===== config.mk =====
export PLATFORM = sky130hd
export DESIGN_NAME = rsc_ctrl
export DESIGN_NICKNAME = d
export VERILOG_FILES = /design/src/sv/assert_macros.svh /design/src/sv/rsc_pkg.sv /design/src/sv/rsc_ctrl.sv
export SDC_FILE = /design/constraint.sdc
export NUM_CORES = 1
export LEC_CHECK = 0
export BUFFER_PORTS_ARGS = -buffer_cell sky130_fd_sc_hd__buf_2
export CAP_MARGIN = 20
export CORE_UTILIZATION = 44
export CTS_CLUSTER_SIZE = 14
export DETAILED_ROUTE_END_ITERATION = 16
export GPL_TIMING_DRIVEN = 0
export HOLD_SLACK_MARGIN = 0.03
export PLACE_DENSITY = 0.81
export SLEW_MARGIN = 20
export SYNTH_ARGS = -nofsm -noshare
export SYNTH_HDL_FRONTEND = slang
export SYNTH_SLANG_ARGS = --single-unit

===== constraint.sdc =====
create_clock -name clk_i -period 1.4 [get_ports clk_i]
set_clock_uncertainty 0.15 [all_clocks]
set_input_delay 0.07 -clock clk_i [delete_from_list [all_inputs] [get_ports clk_i]]
set_output_delay 0.07 -clock clk_i [all_outputs]
set_load 0.03 [all_outputs]

===== src/sv/assert_macros.svh =====
// ---------------------------------------------------------------------------
// Assertion macros
// Concurrent assertion helpers; empty when SYNTHESIS is defined.
// ---------------------------------------------------------------------------
`ifndef ASSERT_MACROS_SVH
`define ASSERT_MACROS_SVH
`ifndef SYNTHESIS
`define RSC_ASSERT(lbl, clk, rstn, prop, msg) \
  lbl: assert property (@(posedge clk) disable iff (!rstn) prop) else $error(msg);
`define RSC_ASSERT_NEVER(lbl, clk, rstn, cond, msg) \
  lbl: assert property (@(posedge clk) disable iff (!rstn) !(cond)) else $error(msg);
`else
`define RSC_ASSERT(lbl, clk, rstn, prop, msg)
`define RSC_ASSERT_NEVER(lbl, clk, rstn, cond, msg)
`endif
`endif


===== src/sv/rsc_pkg.sv =====
// ---------------------------------------------------------------------------
// rsc_pkg
// Types and codes shared by the RPN calculator modules.
// ---------------------------------------------------------------------------
`timescale 1ns / 1ps
package rsc_pkg;

  localparam logic [3:0] FN_PUSH  = 4'd0;
  localparam logic [3:0] FN_ADD   = 4'd1;
  localparam logic [3:0] FN_SUB   = 4'd2;
  localparam logic [3:0] FN_MUL   = 4'd3;
  localparam logic [3:0] FN_DIV   = 4'd4;
  localparam logic [3:0] FN_MOD   = 4'd5;
  localparam logic [3:0] FN_STORE = 4'd6;
  localparam logic [3:0] FN_LOAD  = 4'd7;
  localparam logic [3:0] FN_DUP   = 4'd8;
  localparam logic [3:0] FN_SWAP  = 4'd9;
  localparam logic [3:0] FN_CLEAR = 4'd10;
  localparam logic [3:0] FN_POP   = 4'd11;
  localparam logic [3:0] FN_SHOW  = 4'd12;

  localparam logic [2:0] ST_OK    = 3'd0;
  localparam logic [2:0] ST_EMPTY = 3'd1;
  localparam logic [2:0] ST_FULL  = 3'd2;
  localparam logic [2:0] ST_ZDIV  = 3'd3;
  localparam logic [2:0] ST_UNSET = 3'd4;

  typedef struct packed {
    logic [3:0]         func;
    logic signed [31:0] operand_value;
    logic [4:0]         var_index;
  } rsc_cmd_t;

  typedef struct packed {
    logic signed [31:0] value;
    logic [2:0]         status;
    logic [6:0]         depth;
    logic               last;
  } rsc_res_t;

  typedef enum logic [3:0] {
    S_IDLE, S_RDB, S_RDA, S_DEC, S_MUL, S_DIVGO, S_DIVW, S_WRES,
    S_CRD, S_CWR, S_SRD, S_SEM, S_SW1, S_SW2
  } state_e;

  typedef enum logic [1:0] {RD_TOP, RD_SEC, RD_SRC} rd_sel_e;
  typedef enum logic [2:0] {
    WR_NONE, WR_PUSH, WR_LOAD, WR_RES, WR_SWAP_TOP, WR_SWAP_SEC, WR_COPY
  } wr_sel_e;
  typedef enum logic [2:0] {SP_HOLD, SP_INC, SP_DEC, SP_CLR, SP_DUP} sp_op_e;
  typedef enum logic [1:0] {EM_NONE, EM_ACK, EM_VAL, EM_ELEM} emit_e;

  typedef struct packed {
    logic       latch_cmd;
    rd_sel_e    rd_sel;
    logic       cap_b;
    logic       cap_a;
    wr_sel_e    wr_sel;
    sp_op_e     sp_op;
    logic       var_wr;
    logic       mul_cap;
    logic       div_start;
    logic       setup_n;
    logic       idx_inc;
    emit_e      emit;
    logic [2:0] status;
  } ctrl_t;

  typedef struct packed {
    logic [3:0] func;
    logic       sp_lt1;
    logic       sp_lt2;
    logic       sp_full;
    logic       vi_bad;
    logic       var_bad;
    logic       b_zero;
    logic       ib_zero;
    logic       dup_full;
    logic       idx_done;
    logic       idx_last;
    logic       div_done;
  } stat_t;

  function automatic logic signed [31:0] sat32(input logic signed [63:0] v);
    logic signed [31:0] r;
    if (v > 64'sh0000_0000_7FFF_FFFF) r = 32'sh7FFF_FFFF;
    else if (v < -64'sh0000_0000_8000_0000) r = -32'sh8000_0000;
    else r = v[31:0];
    return r;
  endfunction

endpackage


===== src/sv/rsc_ctrl.sv =====
// ---------------------------------------------------------------------------
// rsc_ctrl
// Command sequencer driving the datapath.
// ---------------------------------------------------------------------------
`timescale 1ns / 1ps
module rsc_ctrl
  import rsc_pkg::*;
(
  input  logic  clk_i,
  input  logic  rst_ni,
  input  logic  start_i,
  input  stat_t stat_i,
  output ctrl_t ctrl_o,
  output logic  busy_o
);
  state_e state_q, state_d;

  always_ff @(posedge clk_i or negedge rst_ni) begin
    if (!rst_ni) state_q <= S_IDLE;
    else state_q <= state_d;
  end

  assign busy_o = state_q != S_IDLE;

  // next state
  always_comb begin
    state_d = state_q;
    unique case (state_q)
      S_IDLE:  if (start_i) state_d = S_RDB;
      S_RDB:   state_d = S_RDA;
      S_RDA:   state_d = S_DEC;
      S_DEC: begin
        state_d = S_IDLE;
        unique case (stat_i.func) inside
          FN_ADD, FN_SUB: if (!stat_i.sp_lt2) state_d = S_WRES;
          FN_MUL:         if (!stat_i.sp_lt2) state_d = S_MUL;
          FN_DIV:         if (!stat_i.sp_lt2 && !stat_i.b_zero) state_d = S_DIVGO;
          FN_MOD:         if (!stat_i.sp_lt2 && !stat_i.ib_zero) state_d = S_DIVGO;
          FN_DUP:         if (!stat_i.sp_lt1 && !stat_i.dup_full) state_d = S_CRD;
          FN_SHOW:        if (!stat_i.sp_lt1) state_d = S_SRD;
          FN_SWAP:        if (!stat_i.sp_lt2) state_d = S_SW1;
          default: ;
        endcase
      end
      S_MUL:   state_d = S_WRES;
      S_DIVGO: state_d = S_DIVW;
      S_DIVW:  if (stat_i.div_done) state_d = S_WRES;
      S_WRES:  state_d = S_IDLE;
      S_CRD:   state_d = stat_i.idx_done ? S_IDLE : S_CWR;
      S_CWR:   state_d = S_CRD;
      S_SRD:   state_d = stat_i.idx_done ? S_IDLE : S_SEM;
      S_SEM:   state_d = stat_i.idx_last ? S_IDLE : S_SRD;
      S_SW1:   state_d = S_SW2;
      S_SW2:   state_d = S_IDLE;
      default: state_d = S_IDLE;
    endcase
  end

  // outputs
  always_comb begin
    ctrl_o.latch_cmd = 1'b0;
    ctrl_o.rd_sel    = RD_TOP;
    ctrl_o.cap_b     = 1'b0;
    ctrl_o.cap_a     = 1'b0;
    ctrl_o.wr_sel    = WR_NONE;
    ctrl_o.sp_op     = SP_HOLD;
    ctrl_o.var_wr    = 1'b0;
    ctrl_o.mul_cap   = 1'b0;
    ctrl_o.div_start = 1'b0;
    ctrl_o.setup_n   = 1'b0;
    ctrl_o.idx_inc   = 1'b0;
    ctrl_o.emit      = EM_NONE;
    ctrl_o.status    = ST_OK;
    unique case (state_q)
      S_IDLE: ctrl_o.latch_cmd = start_i;
      S_RDB:  ctrl_o.rd_sel = RD_TOP;
      S_RDA: begin
        ctrl_o.cap_b  = 1'b1;
        ctrl_o.rd_sel = RD_SEC;
      end
      S_DEC: begin
        ctrl_o.cap_a = 1'b1;
        ctrl_o.emit  = EM_ACK;
        unique case (stat_i.func) inside
          FN_PUSH: begin
            if (stat_i.sp_full) ctrl_o.status = ST_FULL;
            else begin
              ctrl_o.wr_sel = WR_PUSH;
              ctrl_o.sp_op  = SP_INC;
            end
          end
          FN_ADD, FN_SUB, FN_MUL, FN_SWAP: begin
            if (stat_i.sp_lt2) ctrl_o.status = ST_EMPTY;
            else ctrl_o.emit = EM_NONE;
          end
          FN_DIV: begin
            if (stat_i.sp_lt2) ctrl_o.status = ST_EMPTY;
            else if (stat_i.b_zero) ctrl_o.status = ST_ZDIV;
            else ctrl_o.emit = EM_NONE;
          end
          FN_MOD: begin
            if (stat_i.sp_lt2) ctrl_o.status = ST_EMPTY;
            else if (stat_i.ib_zero) ctrl_o.status = ST_ZDIV;
            else ctrl_o.emit = EM_NONE;
          end
          FN_STORE: begin
            if (stat_i.sp_lt1) ctrl_o.status = ST_EMPTY;
            else if (stat_i.vi_bad) ctrl_o.status = ST_UNSET;
            else begin
              ctrl_o.var_wr = 1'b1;
              ctrl_o.sp_op  = SP_DEC;
            end
          end
          FN_LOAD: begin
            if (stat_i.var_bad) ctrl_o.status = ST_UNSET;
            else if (stat_i.sp_full) ctrl_o.status = ST_FULL;
            else begin
              ctrl_o.wr_sel = WR_LOAD;
              ctrl_o.sp_op  = SP_INC;
            end
          end
          FN_DUP: begin
            if (stat_i.sp_lt1) ctrl_o.status = ST_EMPTY;
            else if (stat_i.dup_full) ctrl_o.status = ST_FULL;
            else begin
              ctrl_o.emit    = EM_NONE;
              ctrl_o.setup_n = 1'b1;
            end
          end
          FN_SHOW: begin
            if (stat_i.sp_lt1) ctrl_o.status = ST_EMPTY;
            else begin
              ctrl_o.emit    = EM_NONE;
              ctrl_o.setup_n = 1'b1;
              ctrl_o.sp_op   = SP_DEC;
            end
          end
          FN_CLEAR: ctrl_o.sp_op = SP_CLR;
          FN_POP: begin
            if (stat_i.sp_lt1) ctrl_o.status = ST_EMPTY;
            else begin
              ctrl_o.emit  = EM_VAL;
              ctrl_o.sp_op = SP_DEC;
            end
          end
          default: ;
        endcase
      end
      S_MUL:   ctrl_o.mul_cap = 1'b1;
      S_DIVGO: ctrl_o.div_start = 1'b1;
      S_DIVW:  ;
      S_WRES: begin
        ctrl_o.wr_sel = WR_RES;
        ctrl_o.sp_op  = SP_DEC;
        ctrl_o.emit   = EM_ACK;
      end
      S_CRD: begin
        ctrl_o.rd_sel = RD_SRC;
        if (stat_i.idx_done) begin
          ctrl_o.sp_op = SP_DUP;
          ctrl_o.emit  = EM_ACK;
        end
      end
      S_CWR: begin
        ctrl_o.wr_sel  = WR_COPY;
        ctrl_o.idx_inc = 1'b1;
      end
      S_SRD: begin
        ctrl_o.rd_sel = RD_SRC;
        if (stat_i.idx_done) ctrl_o.emit = EM_ACK;
      end
      S_SEM: begin
        ctrl_o.emit    = EM_ELEM;
        ctrl_o.idx_inc = 1'b1;
      end
      S_SW1: ctrl_o.wr_sel = WR_SWAP_TOP;
      S_SW2: begin
        ctrl_o.wr_sel = WR_SWAP_SEC;
        ctrl_o.emit   = EM_ACK;
      end
      default: ;
    endcase
  end
endmodule

==> impl_metrics.py <==
metrics = {
    "setup_path": {
        "cp_max_fo": 5,
        "cp.arrival_ns": 1.85,
        "crit_path_cell_trace": "nor2_4 > nand3_4 > inv_8 > buf_6 > o2111ai_4 > a21o_1 > a221oi_2",
        "cp.required_ns": 1.37,
        "crit_type": "register to register",
        "end_kind": "register",
        "startpoint_type": "register",
        "crit_slowest_cell": "dfrtp_2",
        "max_stage_delay_ns": 0.46,
    },
    "status": {
        "status": "finished with violations",
        "violations": "setup timing",
    },
    "floorplan": {
        "die_h_um": 49.9,
        "core_um2": 2060,
        "num_rows": 16,
        "initial_core_util_pct": 49.0,
        "dieArea_um2": 2490,
        "io_pins": 40,
        "die-width_um": 49.9,
    },
    "yosys": {
        "yosysTopAreaCell": "dfrtp_1",
        "synth_cell_types": 51,
        "yosys_warnings": 0,
        "netlist_area_um2": 1010,
        "synth-main-ff-cell": "dfrtp_1",
        "syn_inst": 156,
        "syn_nets": 174,
        "synthArstFlopShare_pct": 100,
        "synth_edf_count": 0,
        "ys_seq_elements": 4,
        "postSynthAreaPerCell_um2": 6.47,
        "netlist.area_leader.share_pct": 9.91,
        "yosys-top-cells-area": "dfrtp_1, nor2_1, o21ai_0",
        "ys_seq_area_share_pct": 9.91,
    },
    "global_routing": {
        "antenna_found_initial": 1,
        "first_global_vias": 1530,
        "grt_max_degree": 11,
        "grt_pass1_wl_mm": 7.20,
        "grt_overflow": 0,
        "grt_usage_pct": 38.8,
    },
    "route": {
        "ant_nets": 0,
        "detail_route.wl_per_cell_um": 23.4,
        "vias_per_cell": 7.04,
        "drt_iter0_markers": 175,
        "totalWireLength_mm": 5.75,
        "drc": 0,
        "dr_total_vias": 1731,
        "first_pass_iters": 5,
    },
    "finish": {
        "layout.nets": 238,
        "instances_no_fill": 246,
        "drive_above_1_share_pct": 53.2,
        "fill_cells": 83,
        "post-route-cell-area_um2": 1890,
        "top_regs": "state_q (4)",
        "regArea_um2": 103,
        "largest_reg_flops": 4,
        "largest-register": "state_q",
        "synthToLayoutAreaGrowth_pct": 86.9,
        "multi_input_area_um2": 1040,
    },
    "timing": {
        "min_period_ns": 1.88,
        "rsz0062_at_grt": "yes",
        "layout_setup_ws_ns": -0.482,
        "setup_viol": 26,
        "tightest_slew_ns": 0.565,
        "fin_crit_sh_pct": 134,
        "hold_viol": 0,
        "slew_viol_final": 0,
        "fmax_mhz": 531,
        "slew_headroom_pct": 62.3,
    },
    "place": {
        "hpwl_mm": 2.63,
        "pre_cts_ws_ns": -0.417,
        "port_buffers": 36,
        "gp_congestion": 0.940,
        "place_inst": 219,
        "place_area_um2": 1400,
    },
    "power_and_ir_drop": {
        "ir_drop_mv": 1.54,
        "p_leak_uw": 0.000771,
        "pwr_density_cell_nw_per_um2": 1720,
        "power_uw": 3240,
    },
    "cts": {
        "numCtsBuffers": 3,
        "insertion_delay_ns": 0.23,
        "cts_max_level": 1,
        "cts_buffer_depth": 2,
        "cts_root_buf": "clkbuf_4",
        "cts_num_sinks": 4,
        "clk_pin_slew_ns": 0.04,
        "cts_tree": "done",
    },
    "min_path": {
        "hold_class": "primary input to register",
    },
    "run": {
        "maxCapViolCount": 0,
    },
}
## cell type report
cell class,count,area share (%)
Antenna cell,1,0.133
Buffer,16,7.43
Sequential cell,4,5.44
Clock buffer,3,1.19
Inverter,8,2.12
Timing Repair Buffer,59,26.9
Tap cell,27,1.79
Multi-Input combinational cell,128,55.0
## worst max-delay path: cells and delay by family, from the launching register on
| kind | cells | cell delay [ns] |
|---|---|---|
| flip-flops | 1 | 0.46 |
| AND/OR/NAND/NOR | 2 | 0.29 |
| AO/OA/AOI/OAI | 3 | 0.64 |
| buffers and inverters | 2 | 0.21 |
## synthesized netlist by cell type (3+ instances only)
cell type	instances
nor2_1	19
o21ai_0	13
nand2_1	9
a21oi_1	8
nand3_1	8
buf_2	7
inv_1	7
clkbuf_1	6
nand2b_1	6
nor3b_1	6
nor2b_1	5
and3_1	4
dfrtp_1	4
and2_1	3
nand3b_1	3
nor3_1	3
## final timing paths
path	slack, ns	to	startpoint	depth (start not counted)
max	-0.48	state_q[0]	state_q[2]	7
min	0.1	state_q[3]	stat_i[2]	4
max reg2reg	-0.48	state_q[0]	state_q[2]	7
min reg2reg	0.65	state_q[2]	state_q[3]	3
max in group asynchronous	0.26	state_q[3]	rst_ni	3
min in group asynchronous	0.64	state_q[0]	rst_ni	3
## layer usage
metal  GRT usage, %  share of wire, %
met1           41.7                34
met2           68.2                46
met3           8.95                11
met4           22.9               9.0
met5              0                 0
## kinds of logic (layout without fill, tap and decap cells)
logic type / count (synthesis) / in the layout / synth area share [%]
AO/OA/AOI/OAI: 49 / 49 / 34.9
XOR/XNOR: 2 / 2 / 1.74
buffers and inverters: 24 / 86 / 10.9
flip-flops: 4 / 4 / 9.91
multiplexers: 2 / 2 / 2.23
other: 0 / 1 / 0
AND/OR/NAND/NOR: 75 / 75 / 40.3
## where the power goes
| part | internal (uW) | switching [uW] |
|---|---|---|
| Clock | 95.8 | 45.8 |
| Sequential | 172 | 77.6 |
| Combinational | 1280 | 1570 |
| Total | 1540 | 1690 |
## layout by cell type (no fill, tap or decap), types with 2 or more instances in the layout
master,n
o21a_1,2
buf_6,25
nor2_4,7
nand3b_1,3
nand2_1,6
nand2_2,2
dlygate4sd3_1,3
clkbuf_4,5
nand3_1,5
nand2b_1,5
nor3b_1,4
o31ai_1,2
clkbuf_2,2
nor2_2,2
and3_1,3
dfrtp_2,2
inv_1,6
o22a_1,2
nand4_1,2
and2_1,2
nor2_1,11
a21o_1,2
nand3_4,3
dfrtp_1,2
nor3_1,2
a22oi_1,2
a21oi_1,6
o21ai_0,12
nor2b_1,4
buf_8,5
buf_4,19
a32oi_1,2
buf_2,18
mux2_2,2
## metrics by stage
step	hold slack (ns)	TNS, ns	utilization [%]
after floorplan	-0.376	-1.13	-
after global placement	-0.277	-4.28	67.7
after detailed placement	-0.275	-4.37	67.7
after CTS	0.0544	-4.80	84.5
after global routing	0.100	-8.01	91.5
final	0.0955	-7.15	91.5
## what timing repair did
action	in CTS	in global routing
endpoints found under the hold margin	5	0
endpoints found under the setup margin	26	26
pin swaps	5	4
hold buffers	3	0
setup buffers	9	11
gates resized for setup	68	23
Power figures use the tool's default switching activity.
